`src/assert_macros.svh`:
```
// Assertion macros used by the RTL.
`ifndef ASSERT_MACROS_SVH
`define ASSERT_MACROS_SVH
`ifndef SYNTHESIS
// overlapped implication, checked on the same clock edge
`define ASSERT_NOW(lbl, clk, rstn, ante, cons) \
	lbl: assert property (@(posedge clk) disable iff (!rstn) (ante) |-> (cons)) \
		else $error("assertion failed");
// implication on the next clock edge
`define ASSERT_NEXT(lbl, clk, rstn, ante, cons) \
	lbl: assert property (@(posedge clk) disable iff (!rstn) (ante) |=> (cons)) \
		else $error("assertion failed");
`else
`define ASSERT_NOW(lbl, clk, rstn, ante, cons)
`define ASSERT_NEXT(lbl, clk, rstn, ante, cons)
`endif
`endif

```
`src/gpl_pkg.sv`:
```
`timescale 1ns / 1ps
// ----------------------------------------------------------------------------
// Guide PID limiter package
// Types, register indexes and fixed widths shared by the guide controller.
// ----------------------------------------------------------------------------
package gpl_pkg;

	localparam int CORR_W = 43;
	localparam int SUM_W = 67;
	localparam logic [1:0] CLAMP_RUN_LIMIT = 2'd3;

	localparam logic [5:0] MUL_LAST = 6'd31;
	localparam logic [5:0] DIV_LAST = 6'd40;

	localparam logic [3:0] REG_MODE = 4'd0;
	localparam logic [3:0] REG_PGAIN = 4'd1;
	localparam logic [3:0] REG_IGAIN = 4'd2;
	localparam logic [3:0] REG_DGAIN = 4'd3;
	localparam logic [3:0] REG_REF = 4'd4;
	localparam logic [3:0] REG_RACOEF = 4'd5;
	localparam logic [3:0] REG_DECCOEF = 4'd6;
	localparam logic [3:0] REG_LIMITS = 4'd7;

	localparam logic [3:0] OP_P_RA = 4'd0;
	localparam logic [3:0] OP_I_RA = 4'd1;
	localparam logic [3:0] OP_D_RA = 4'd2;
	localparam logic [3:0] OP_P_DEC = 4'd3;
	localparam logic [3:0] OP_I_DEC = 4'd4;
	localparam logic [3:0] OP_D_DEC = 4'd5;
	localparam logic [3:0] OP_RA_SL = 4'd6;
	localparam logic [3:0] OP_RA_CN = 4'd7;
	localparam logic [3:0] OP_DEC_SL = 4'd8;
	localparam logic [3:0] OP_DEC_CN = 4'd9;
	localparam logic [3:0] OP_DIV_RA = 4'd0;
	localparam logic [3:0] OP_DIV_DEC = 4'd1;

	localparam logic [1:0] DIR_POS = 2'b01;
	localparam logic [1:0] DIR_ZERO = 2'b00;
	localparam logic [1:0] DIR_NEG = 2'b11;

	typedef enum logic [5:0] {
		ST_IDLE = 6'b000001,
		ST_LOAD = 6'b000010,
		ST_MUL  = 6'b000100,
		ST_DIV  = 6'b001000,
		ST_ACC  = 6'b010000,
		ST_FIN  = 6'b100000
	} state_t;

	typedef logic [1:0] dir_t;

	function automatic dir_t sgn_corr(input logic signed [CORR_W-1:0] v);
		dir_t r;
		if (v == '0) r = DIR_ZERO;
		else if (v[CORR_W-1]) r = DIR_NEG;
		else r = DIR_POS;
		return r;
	endfunction

	function automatic dir_t dir_mul(input dir_t a, input dir_t b);
		dir_t r;
		if (a == DIR_ZERO || b == DIR_ZERO) r = DIR_ZERO;
		else if (a == b) r = DIR_POS;
		else r = DIR_NEG;
		return r;
	endfunction

	function automatic dir_t dir_neg(input dir_t a);
		dir_t r;
		if (a == DIR_POS) r = DIR_NEG;
		else if (a == DIR_NEG) r = DIR_POS;
		else r = DIR_ZERO;
		return r;
	endfunction

endpackage

```
`src/two_axis_guide_pid_limiter_top.sv`:
```
`timescale 1ns / 1ps
// ----------------------------------------------------------------------------
// Two-axis guide PID limiter
// Guide loop controller: PID or slope mode, 2x2 mapping, step clamp, lost guide.
// ----------------------------------------------------------------------------
// Usage:
//  sample channel (sample_valid/sample_stall) carries one RA/DEC mean pair.
//  result channel (result_valid/result_stall) returns one correction item.
//  cfg channel (cfg_valid/cfg_ready, always ready) writes registers by index;
//  write only while no item is in flight.
//  PID mode: ten 32x48 products on one bit-serial multiplier, each made of a
//  load, shift-add steps and an accumulate step. Slope mode: two restoring
//  divisions, each a load, shift-subtract steps and an accumulate step.
//  One item at a time: sample_stall is high from accept until the result is
//  loaded into the output register; the next item can be taken once the
//  block is back in idle.
//  A stalled result holds in the output register; the block then waits at the
//  final step until it is taken.
//  Reset loads register defaults, clears integrals, last errors and run counts
//  and sets the previous directions to minus one.
module two_axis_guide_pid_limiter_top (
	input  logic               clk,
	input  logic               arst_n,
	input  logic               sample_valid,
	output logic               sample_stall,
	input  logic signed [31:0] ra_mean,
	input  logic signed [31:0] dec_mean,
	output logic               result_valid,
	input  logic               result_stall,
	output logic [31:0]        ra_steps,
	output gpl_pkg::dir_t      ra_direction,
	output logic [31:0]        dec_steps,
	output gpl_pkg::dir_t      dec_direction,
	output logic               lost_guide,
	input  logic               cfg_valid,
	output logic               cfg_ready,
	input  logic [3:0]         cfg_index,
	input  logic [63:0]        cfg_data
);
	import gpl_pkg::*;
`include "assert_macros.svh"

	state_t state_q;

	logic        mode_q;
	logic [31:0] pgain_q, igain_q, dgain_q;
	logic [63:0] ref_q, racoef_q, deccoef_q, limits_q;

	logic signed [47:0] integ_ra_q, integ_dec_q;
	logic signed [31:0] last_ra_q, last_dec_q;
	logic [1:0]         run_ra_q, run_dec_q;
	dir_t               ldir_ra_q, ldir_dec_q;

	logic signed [31:0] e_ra_q, e_dec_q;
	logic signed [32:0] d_ra_q, d_dec_q;
	logic signed [32:0] diff_ra_q, diff_dec_q;
	logic signed [31:0] u_ra_q, u_dec_q;
	logic signed [SUM_W-1:0]  sum_q;
	logic signed [CORR_W-1:0] corr_ra_q, corr_dec_q;
	logic [3:0] op_q;
	logic [5:0] cnt_q;

	logic [31:0]        g_sh_q;
	logic signed [48:0] acc_hi_q;
	logic [31:0]        acc_lo_q;
	logic [40:0]        quo_q;
	logic [31:0]        rem_q;
	logic [31:0]        divisor_q;
	logic               dneg_q;

	logic signed [31:0] ref_ra, ref_dec;
	logic signed [31:0] ra_sl, ra_cn, dec_sl, dec_cn;
	assign ref_ra = ref_q[31:0];
	assign ref_dec = ref_q[63:32];
	assign ra_sl = racoef_q[31:0];
	assign ra_cn = racoef_q[63:32];
	assign dec_sl = deccoef_q[31:0];
	assign dec_cn = deccoef_q[63:32];

	logic accept;
	assign sample_stall = (state_q != ST_IDLE);
	assign accept = sample_valid && !sample_stall;
	assign cfg_ready = 1'b1;

	// front end of the PID step
	logic signed [32:0] e_ra_w, e_dec_w, dra_w, ddec_w;
	logic signed [31:0] es_ra, es_dec;
	logic signed [48:0] ir_w, id_w;
	logic signed [47:0] is_ra, is_dec;

	function automatic logic signed [31:0] sat32(input logic signed [32:0] v);
		logic signed [31:0] r;
		if (v > 33'sd2147483647) r = 32'sh7fffffff;
		else if (v < -33'sd2147483648) r = 32'sh80000000;
		else r = v[31:0];
		return r;
	endfunction

	function automatic logic signed [47:0] sat48(input logic signed [48:0] v);
		logic signed [47:0] r;
		if (v[48] != v[47]) r = v[48] ? {1'b1, 47'd0} : {1'b0, {47{1'b1}}};
		else r = v[47:0];
		return r;
	endfunction

	always_comb begin
		e_ra_w = 33'(ref_ra) - 33'(ra_mean);
		e_dec_w = 33'(ref_dec) - 33'(dec_mean);
		es_ra = sat32(e_ra_w);
		es_dec = sat32(e_dec_w);
		ir_w = 49'(integ_ra_q) + 49'(es_ra);
		id_w = 49'(integ_dec_q) + 49'(es_dec);
		is_ra = sat48(ir_w);
		is_dec = sat48(id_w);
		dra_w = 33'(es_ra) - 33'(last_ra_q);
		ddec_w = 33'(es_dec) - 33'(last_dec_q);
	end

	// operand selection for the shared multiplier
	logic [31:0]        g_sel;
	logic signed [47:0] x_sel;
	always_comb begin
		case (op_q)
			OP_P_RA: begin g_sel = pgain_q; x_sel = 48'(e_ra_q); end
			OP_I_RA: begin g_sel = igain_q; x_sel = integ_ra_q; end
			OP_D_RA: begin g_sel = dgain_q; x_sel = 48'(d_ra_q); end
			OP_P_DEC: begin g_sel = pgain_q; x_sel = 48'(e_dec_q); end
			OP_I_DEC: begin g_sel = igain_q; x_sel = integ_dec_q; end
			OP_D_DEC: begin g_sel = dgain_q; x_sel = 48'(d_dec_q); end
			OP_RA_SL: begin g_sel = ra_sl; x_sel = 48'(u_ra_q); end
			OP_RA_CN: begin g_sel = ra_cn; x_sel = 48'(u_dec_q); end
			OP_DEC_SL: begin g_sel = dec_sl; x_sel = 48'(u_ra_q); end
			OP_DEC_CN: begin g_sel = dec_cn; x_sel = 48'(u_dec_q); end
			default: begin g_sel = '0; x_sel = '0; end
		endcase
	end

	// shift-add step, sign bit of g weighs negative
	logic signed [49:0] addend, msum;
	always_comb begin
		if (!g_sh_q[0]) addend = '0;
		else if (cnt_q == MUL_LAST) addend = -50'(x_sel);
		else addend = 50'(x_sel);
		msum = 50'(acc_hi_q) + addend;
	end

	// restoring divider step
	logic [32:0] dshift, dtrial;
	logic        dge;
	always_comb begin
		dshift = {rem_q, quo_q[40]};
		dtrial = dshift - {1'b0, divisor_q};
		dge = (dshift >= {1'b0, divisor_q});
	end

	// divider load values
	logic signed [40:0] dnum;
	logic signed [31:0] dslope;
	always_comb begin
		dnum = (op_q == OP_DIV_RA) ? {diff_ra_q, 8'd0} : {diff_dec_q, 8'd0};
		dslope = (op_q == OP_DIV_RA) ? ra_sl : dec_sl;
	end

	// accumulate step
	logic signed [80:0]       prod;
	logic signed [SUM_W-1:0]  term, nsum, nabs;
	logic [CORR_W-1:0]        cmag;
	logic signed [CORR_W-1:0] counts, qcorr;
	logic signed [31:0]       usat;
	always_comb begin
		prod = {acc_hi_q, acc_lo_q};
		if (op_q < OP_RA_SL) term = SUM_W'($signed(prod[80:16]));
		else term = SUM_W'($signed(prod[63:0]));
		nsum = sum_q + term;
		if (nsum > 67'sd2147483647) usat = 32'sd2147483647;
		else if (nsum < -67'sd2147483647) usat = -32'sd2147483647;
		else usat = nsum[31:0];
		nabs = nsum[SUM_W-1] ? -nsum : nsum;
		cmag = nabs[SUM_W-1:24];
		counts = nsum[SUM_W-1] ? -$signed(cmag) : $signed(cmag);
		if (dslope == '0) qcorr = '0;
		else if (dneg_q) qcorr = -$signed({2'b00, quo_q});
		else qcorr = $signed({2'b00, quo_q});
	end

	// clamp and lost guide
	dir_t               fdir_ra, fdir_dec;
	logic [CORR_W-1:0]  fmag_ra, fmag_dec;
	logic               fcl_ra, fcl_dec, flost;
	logic [1:0]         frun_ra, frun_dec;
	always_comb begin
		if (mode_q) begin
			fdir_ra = dir_mul(sgn_corr(corr_ra_q), sgn_corr(CORR_W'(ref_ra)));
			fdir_dec = dir_neg(dir_mul(sgn_corr(corr_dec_q), sgn_corr(CORR_W'(ref_dec))));
		end else begin
			fdir_ra = sgn_corr(corr_ra_q);
			fdir_dec = sgn_corr(corr_dec_q);
		end
		fmag_ra = corr_ra_q[CORR_W-1] ? -corr_ra_q : corr_ra_q;
		fmag_dec = corr_dec_q[CORR_W-1] ? -corr_dec_q : corr_dec_q;
		fcl_ra = fmag_ra > CORR_W'(limits_q[31:0]);
		fcl_dec = fmag_dec > CORR_W'(limits_q[63:32]);
		if (!fcl_ra) frun_ra = '0;
		else if (ldir_ra_q == fdir_ra) frun_ra = run_ra_q + 2'd1;
		else frun_ra = run_ra_q;
		if (!fcl_dec) frun_dec = '0;
		else if (ldir_dec_q == fdir_dec) frun_dec = run_dec_q + 2'd1;
		else frun_dec = run_dec_q;
		flost = (frun_ra == CLAMP_RUN_LIMIT) || (frun_dec == CLAMP_RUN_LIMIT);
	end

	logic out_free;
	assign out_free = !result_valid || !result_stall;

	// configuration
	always_ff @(posedge clk or negedge arst_n) begin
		if (!arst_n) begin
			mode_q <= 1'b0;
			pgain_q <= 32'd66519;
			igain_q <= 32'd262;
			dgain_q <= 32'd7209;
			ref_q <= '0;
			racoef_q <= 64'd65536;
			deccoef_q <= 64'd65536;
			limits_q <= 64'd4294967297000;
		end else if (cfg_valid && cfg_ready) begin
			case (cfg_index)
				REG_MODE: mode_q <= cfg_data[0];
				REG_PGAIN: pgain_q <= cfg_data[31:0];
				REG_IGAIN: igain_q <= cfg_data[31:0];
				REG_DGAIN: dgain_q <= cfg_data[31:0];
				REG_REF: ref_q <= cfg_data;
				REG_RACOEF: racoef_q <= cfg_data;
				REG_DECCOEF: deccoef_q <= cfg_data;
				REG_LIMITS: limits_q <= cfg_data;
				default: ;
			endcase
		end
	end

	// control and loop state
	always_ff @(posedge clk or negedge arst_n) begin
		if (!arst_n) begin
			state_q <= ST_IDLE;
			op_q <= '0;
			cnt_q <= '0;
			integ_ra_q <= '0;
			integ_dec_q <= '0;
			last_ra_q <= '0;
			last_dec_q <= '0;
			run_ra_q <= '0;
			run_dec_q <= '0;
			ldir_ra_q <= DIR_NEG;
			ldir_dec_q <= DIR_NEG;
			result_valid <= 1'b0;
		end else begin
			if (result_valid && !result_stall && state_q != ST_FIN) result_valid <= 1'b0;
			case (state_q)
				ST_IDLE: begin
					if (accept) begin
						state_q <= ST_LOAD;
						op_q <= '0;
						if (!mode_q) begin
							integ_ra_q <= is_ra;
							integ_dec_q <= is_dec;
							last_ra_q <= es_ra;
							last_dec_q <= es_dec;
						end
					end
				end
				ST_LOAD: begin
					cnt_q <= '0;
					state_q <= mode_q ? ST_DIV : ST_MUL;
				end
				ST_MUL: begin
					cnt_q <= cnt_q + 6'd1;
					if (cnt_q == MUL_LAST) state_q <= ST_ACC;
				end
				ST_DIV: begin
					cnt_q <= cnt_q + 6'd1;
					if (cnt_q == DIV_LAST) state_q <= ST_ACC;
				end
				ST_ACC: begin
					op_q <= op_q + 4'd1;
					if ((mode_q && op_q == OP_DIV_DEC) || (!mode_q && op_q == OP_DEC_CN))
						state_q <= ST_FIN;
					else
						state_q <= ST_LOAD;
				end
				ST_FIN: begin
					if (out_free) begin
						state_q <= ST_IDLE;
						result_valid <= 1'b1;
						if (flost) begin
							integ_ra_q <= '0;
							integ_dec_q <= '0;
							last_ra_q <= '0;
							last_dec_q <= '0;
							run_ra_q <= '0;
							run_dec_q <= '0;
							ldir_ra_q <= DIR_NEG;
							ldir_dec_q <= DIR_NEG;
						end else begin
							run_ra_q <= frun_ra;
							run_dec_q <= frun_dec;
							ldir_ra_q <= fdir_ra;
							ldir_dec_q <= fdir_dec;
						end
					end
				end
				default: state_q <= ST_IDLE;
			endcase
		end
	end

	// datapath
	always_ff @(posedge clk) begin
		case (state_q)
			ST_IDLE: begin
				e_ra_q <= es_ra;
				e_dec_q <= es_dec;
				d_ra_q <= dra_w;
				d_dec_q <= ddec_w;
				diff_ra_q <= -e_ra_w;
				diff_dec_q <= -e_dec_w;
				sum_q <= '0;
			end
			ST_LOAD: begin
				g_sh_q <= g_sel;
				acc_hi_q <= '0;
				acc_lo_q <= '0;
				quo_q <= dnum[40] ? 41'(-dnum) : 41'(dnum);
				rem_q <= '0;
				divisor_q <= dslope[31] ? 32'(-dslope) : 32'(dslope);
				dneg_q <= dnum[40] ^ dslope[31];
			end
			ST_MUL: begin
				acc_hi_q <= msum[49:1];
				acc_lo_q <= {msum[0], acc_lo_q[31:1]};
				g_sh_q <= {1'b0, g_sh_q[31:1]};
			end
			ST_DIV: begin
				rem_q <= dge ? dtrial[31:0] : dshift[31:0];
				quo_q <= {quo_q[39:0], dge};
			end
			ST_ACC: begin
				if (mode_q) begin
					if (op_q == OP_DIV_RA) corr_ra_q <= qcorr;
					else corr_dec_q <= qcorr;
				end else begin
					case (op_q)
						OP_D_RA: begin u_ra_q <= usat; sum_q <= '0; end
						OP_D_DEC: begin u_dec_q <= usat; sum_q <= '0; end
						OP_RA_CN: begin corr_ra_q <= counts; sum_q <= '0; end
						OP_DEC_CN: begin corr_dec_q <= counts; sum_q <= '0; end
						default: sum_q <= nsum;
					endcase
				end
			end
			ST_FIN: begin
				if (out_free) begin
					lost_guide <= flost;
					ra_steps <= flost ? 32'd0 : (fcl_ra ? limits_q[31:0] : fmag_ra[31:0]);
					dec_steps <= flost ? 32'd0 : (fcl_dec ? limits_q[63:32] : fmag_dec[31:0]);
					ra_direction <= flost ? DIR_ZERO : fdir_ra;
					dec_direction <= flost ? DIR_ZERO : fdir_dec;
				end
			end
			default: ;
		endcase
	end

	`ASSERT_NEXT(a_accept_load, clk, arst_n, accept, state_q == ST_LOAD)
	`ASSERT_NOW(a_run_ra, clk, arst_n, 1'b1, run_ra_q < CLAMP_RUN_LIMIT)
	`ASSERT_NOW(a_run_dec, clk, arst_n, 1'b1, run_dec_q < CLAMP_RUN_LIMIT)
	`ASSERT_NOW(a_lost_zero, clk, arst_n, result_valid && lost_guide,
		ra_steps == 32'd0 && dec_steps == 32'd0)

endmodule

```
`config.mk`:
```
export PLATFORM = sky130hd
export DESIGN_NAME = two_axis_guide_pid_limiter_top
export DESIGN_NICKNAME = d
export VERILOG_FILES = /design/src/gpl_pkg.sv /design/src/two_axis_guide_pid_limiter_top.sv
export VERILOG_INCLUDE_DIRS = /design/src /design/src/src
export SDC_FILE = /design/constraint.sdc
export NUM_CORES = 2
export LEC_CHECK = 0
export BUFFER_PORTS_ARGS = -buffer_cell sky130_fd_sc_hd__buf_4
export CAP_MARGIN = 20
export CORE_UTILIZATION = 45
export CTS_CLUSTER_SIZE = 28
export DETAILED_ROUTE_END_ITERATION = 8
export SYNTH_ARGS = -nofsm -noshare
export SYNTH_HDL_FRONTEND = slang
export SYNTH_SLANG_ARGS = --single-unit
```
`constraint.sdc`:
```
create_clock -name clk -period 7.79 [get_ports clk]
set_input_delay 0.779 -clock clk [delete_from_list [all_inputs] [get_ports clk]]
set_output_delay 0.779 -clock clk [all_outputs]
set_load 0.01 [all_outputs]
```
# == After elaboration in Yosys (flattened, before gate mapping) ==
# Cells that the tools add are included.
# totals
ff_bits,1239
input_bits,137
elab_cells,280
# classes
magnitude_cmp,10
addsub,23
bitwise,2
mux,100
n_eq_ne,45
n_reduce_logical,56
# op_table
op,count
32-bit two-way mux,16
48-bit two-way mux,10
43-bit two-way mux,11
48-bit case mux with 8 select lines,1
32-bit case mux with 2 select lines,5
67-bit two-way mux,4
32-bit case mux with 7 select lines,1
48-bit case mux with 2 select lines,2
43-bit zero test,4
67-bit case mux with 2 select lines,1
32-bit by 32-bit subtractor with 33-bit output,4
43-bit negator,3
50-bit two-way mux,2
48-bit by 32-bit adder with 49-bit output,2
49-bit case mux with 2 select lines,1
43-bit by 32-bit > comparator with 1-bit output,2
41-bit two-way mux,2
41-bit case mux with 2 select lines,1
67-bit adder,1
67-bit by 32-bit > comparator with 1-bit output (second input constant),1
67-bit by 32-bit < comparator with 1-bit output (second input constant),1
67-bit negator,1
33-bit by 32-bit > comparator with 1-bit output (second input constant),2
33-bit by 32-bit < comparator with 1-bit output (second input constant),2
other kinds (53),156

# == Depth between registers and ports, before layout ==
# logic_depth
ltp_word,19
ltp_mapped,38

# == Worst setup path before layout ==
# OpenSTA, ideal clock, no wires.
# synth_path
path_type,input to register
startpoint,input port ra_mean[2]
endpoint,register integ_ra_q[0]
path_buffers,4
setup_time_ps,134
stages,37
setup_slack_ps,-995
arrival_time_ps,8650
required_ps,7656
path_cell_list,inv_1 > ha_1 > nor2b_1 > o21ai_0 > a21boi_0 > o41ai_1 > a21boi_0 > o31a_1 > o31ai_1 > o221ai_1 > a31oi_1 > a2111oi_0 > o41a_1 > o31a_1 > clkbuf_1 > o21ai_1 > clkbuf_1 > o21ai_0 > ha_1 > a21o_1 > a21o_1 > a21oi_1 > a21boi_0 > a2111oi_0 > nor3_1 > o21ai_0 > a21oi_1 > a211oi_1 > o31ai_1 > a221o_1 > a21boi_0 > xnor2_1 > nand2_1 > nand2_1 > clkbuf_1 > clkbuf_1 > o211ai_1
# synth_via
elab_chain_cells,10
# synth_lines
item,line_no,text
from (decl),two_axis_guide_pid_limiter_top.sv:26,"input logic signed [31:0] ra_mean,"
32-bit by 32-bit subtractor with 33-bit output (*),two_axis_guide_pid_limiter_top.sv:107,e_ra_w = 33'(ref_ra) - 33'(ra_mean);
33-bit by 32-bit < comparator with 1-bit output,two_axis_guide_pid_limiter_top.sv:94,else if (v < -33'sd2147483648) r = 32'sh80000000;
32-bit two-way mux,two_axis_guide_pid_limiter_top.sv:94,
32-bit two-way mux (*),two_axis_guide_pid_limiter_top.sv:93,if (v > 33'sd2147483647) r = 32'sh7fffffff;
named net es_ra[12],two_axis_guide_pid_limiter_top.sv:87,"logic signed [31:0] es_ra, es_dec;"
48-bit by 32-bit adder with 49-bit output (*),two_axis_guide_pid_limiter_top.sv:111,ir_w = 49'(integ_ra_q) + 49'(es_ra);
48-bit two-way mux / 1-bit inequality test (equally long branches),two_axis_guide_pid_limiter_top.sv:101,"if (v[48] != v[47]) r = v[48] ? {1'b1, 47'd0} : {1'b0, {47{1'b1}}};"
48-bit two-way mux (*),two_axis_guide_pid_limiter_top.sv:101,
48-bit two-way mux (*),two_axis_guide_pid_limiter_top.sv:263,if (!mode_q) begin
48-bit two-way mux (*),two_axis_guide_pid_limiter_top.sv:260,if (accept) begin
48-bit case mux with 2 select lines (*),two_axis_guide_pid_limiter_top.sv:258,case (state_q)
to (signal assigned),two_axis_guide_pid_limiter_top.sv:264,integ_ra_q <= is_ra;
to (decl),two_axis_guide_pid_limiter_top.sv:49,"logic signed [47:0] integ_ra_q, integ_dec_q;"
# The timed path passes the listed nets; every way through them passes the cells marked *. The select of a mux whose other input is x is not followed.
# A chain may end at the register's enable or synchronous reset.

# == Worst setup path in the final report ==
# layout_path
startpoint,register ref_q[0]
endpoint,register integ_ra_q[44]
# layout_lines
item,line_no,text
from (decl),two_axis_guide_pid_limiter_top.sv:47,"logic [63:0] ref_q, racoef_q, deccoef_q, limits_q;"
from (signal assigned),two_axis_guide_pid_limiter_top.sv:232,REG_REF: ref_q <= cfg_data;
32-bit by 32-bit subtractor with 33-bit output (*),two_axis_guide_pid_limiter_top.sv:107,
33-bit by 32-bit < comparator with 1-bit output,two_axis_guide_pid_limiter_top.sv:94,
32-bit two-way mux,two_axis_guide_pid_limiter_top.sv:94,
32-bit two-way mux (*),two_axis_guide_pid_limiter_top.sv:93,
named net es_ra[12],two_axis_guide_pid_limiter_top.sv:87,
48-bit by 32-bit adder with 49-bit output (*),two_axis_guide_pid_limiter_top.sv:111,
48-bit two-way mux / 1-bit inequality test (equally long branches),two_axis_guide_pid_limiter_top.sv:101,
48-bit two-way mux (*),two_axis_guide_pid_limiter_top.sv:101,
48-bit two-way mux (*),two_axis_guide_pid_limiter_top.sv:263,
48-bit two-way mux (*),two_axis_guide_pid_limiter_top.sv:260,
48-bit case mux with 2 select lines (*),two_axis_guide_pid_limiter_top.sv:258,
# Marked as above.

==> summary.txt <==
setup tns final - -0.05046 ns
Primary FF master, synth - edfxtp_1
layout cell share with drive strength beyond 1 - 0.2350
synth unique cells - 112
Critical R2R Capture - integ_ra_q[44]
final hold vios - 0
most common cell after layout, fill and taps aside - buf_4
syn nets - 8662
worst skew pair latency - 0.84 ns
clk buf depth - 3
full die area - 0.1791 mm2
TritonCTS clock tree - built
worst slew pin tran - 1.139 ns
RSZ-0062 raised after global routing - yes
Total Nets Final - 9661
largest net degree at the start of global routing - 196
Crit. Startpoint - ref_q[0]
hold slack - 0.01451 ns
number of I/O port buffers - 207
status - finished with violations
syn_area_per_cell - 9.905 um2
initial core utilization - 0.4534
critical path's slowest cell - a2111oi_2
FP Rows - 154
final core utilization - 0.5540
sequential element share of the synthesized area - 0.4328
Worst R2R Start - ref_q[0]
Placement Setup Slack - -1.099 ns
fraction of registers with async set or reset after synthesis - 0.4342
Vias/cell - 6.016
initial antenna violation count - 20
GRT overflow - 0
DRT Pass-1 Iters - 8
CTS buffer count - 145
worst hold-check path type - in -> async
Vias - 69392
FF+latch count, synth - 1239
routability congestion estimate - 0.9817
Max-Cap Viols - 0
commonest cells after routing, fill and taps aside - 1141 x buf_4, 701 x edfxtp_1, 642 x nor2_1
CP most frequent cell - buf_4
Routed WL per cell - 25.75 um
max-slew violations - 0
GRT Total Usage - 0.3217
clock-pin slew on the worst setup and hold paths - 0.06 ns
CP startpoint kind - register
post-route setup slack - -0.03580 ns
CP peak stage delay - 0.40 ns
Worst Path Max Fanout - 5
Worst EP required - 8.52 ns
number of global-route vias before repair - 65396
fillcell total - 15643
Setup CP Type - reg -> reg
Reg2Reg Setup Slack - -0.04 ns
top post-synthesis cells by area - edfxtp_1 26%, dfrtp_1 16%, ha_1 7.1%, mux2_2 5.1%, xnor2_1 4.3%
Ys Warns - 0
Mapped Area - 0.07985 mm2
core area - 0.1761 mm2
synth-to-layout area growth - 22.19%
Reg2Reg Depth - 42
Residual DRC - 0
cell taking the most area after synthesis - edfxtp_1
Post-DP HPWL - 226800 um
top cell type's share of synthesized area - 0.2636
worst path bufs/invs - 10
Root Buffer - clkbuf_16
io pins - 209
PwrDens - 523.8 mW/mm2
Tcrit/Tclk final - 1.005
Worst EP arrival - 8.56 ns
die width - 423.3 um
DR iter-0 viols - 7553
Rel. slew slack - 0.2409
cell family with most CP delay - compound AO/OA/AOI/OAI gates
VDD IR-drop max - 0.3694 mV
fin crit period - 7.826 ns
EDFF count, synth - 701
fmax - 0.1278 GHz
Final Skew - 0.05879 ns
Post-Route WL - 297000 um
final setup vio count - 4
die height - 423.3 um
# clock sinks - 1239
Mapped Cells - 8062
Lkg Pwr - 40.57 nW
global-route wire length before repair - 430000 um
Antenna Nets Post-Route - 0
crit end category - register
H-tree levels - 4
failing checks - setup timing
[power by group]
group          internal, W  switching [W]  leakage, nW
Combinational       0.0134         0.0188         25.0
Clock              0.00412        0.00305         2.42
Sequential          0.0103        0.00148         13.2
[area by class of cell]
type	instances	area, um2	area share
inverters	411	1551	0.01590
repair buffers	1196	9538	0.09775
flip-flops and latches	1239	34560	0.3542
diodes	11	27.53	0.0002821
well taps	2340	2928	0.03001
clock inverters	64	947.2	0.009707
multi-input cells	6068	43940	0.4504
clock buffers	206	4079	0.04180
[worst max-delay path by stage]
stage	depth (start not counted)	endpoint	slack, ns
finish	42	integ_ra_q[44]	-0.04
global route	38	integ_ra_q[4]	-0.36
CTS	41	integ_ra_q[1]	-0.008
detailed placement	40	integ_dec_q[9]	-1.10
global placement	40	integ_dec_q[8]	-0.94
floorplan	37	integ_ra_q[0]	-0.006
[per-layer routing]
metal	routed length, um	track usage	share of wire
met4	13330	0.1348	0.045
met2	129000	0.4791	0.43
met3	25780	0.06620	0.087
met1	128900	0.4529	0.43
met5	27	0	0.000091
[synthesized netlist by cell type (all sizes together) (64+ instances only)]
cell,count
xnor2,393
a211oi,132
nand4,88
a21oi,431
xor2,213
nand2,581
nor2,669
clkbuf,278
mux2i,113
a21o,132
buf,66
or3,71
a22oi,135
nor3,190
and3,68
nor4,80
o21ai,550
mux2,361
edfxtp,701
and2,131
inv,411
o21a,82
dfrtp,501
nand3,183
nor2b,64
ha,454
o31ai,67
[worst register-to-register path: cells and delay by family, from the launching register on]
kind	cells	cell delay [ns]
simple gates	7	1.22
buf+inv	10	1.35
fa+ha+maj	3	0.59
flops	1	0.39
compound gates	21	4.03
xor+xnor	1	0.15
[sequential cells by signal, indices dropped and copies added, names as in the netlist, 41 cells and up]
signal,count
integ_dec_q,48
acc_hi_q,49
quo_q,41
integ_ra_q,48
racoef_q,64
deccoef_q,64
corr_dec_q,43
corr_ra_q,43
sum_q,67
limits_q,64
ref_q,64
[stage by stage]
step	cell area, um2	power, W	std cells
floorplan	80120	0.02924	8062
finish	97570	0.05111	11535
CTS	96430	0.04975	11487
global placement	90400	0.04131	11163
global route	97550	0.05389	11526
detailed placement	90400	0.04160	11163
[cells by family after synthesis]
logic type                 Yosys count  share of synthesized area
buffers and inverters              755                    0.03679
AOI/OAI and AO/OA                 2145                     0.1792
muxes                              474                    0.06507
xor gates and xnor gates           606                    0.06656
adders and majority gates          478                    0.07527
and+or+nand+nor                   2364                     0.1443
other                                1                 0.00004696
DFF                               1239                     0.4328
[repair_timing]
action | CTS | global route
endpoints found under the setup margin | 115 | 139
hold buffers | 0 | 0
buffers inserted | 50 | 34
gates cloned | 7 | 6
pin swaps | 98 | 153
resized for setup | 142 | 205
Note: power is estimated with default switching activity, not from simulation.
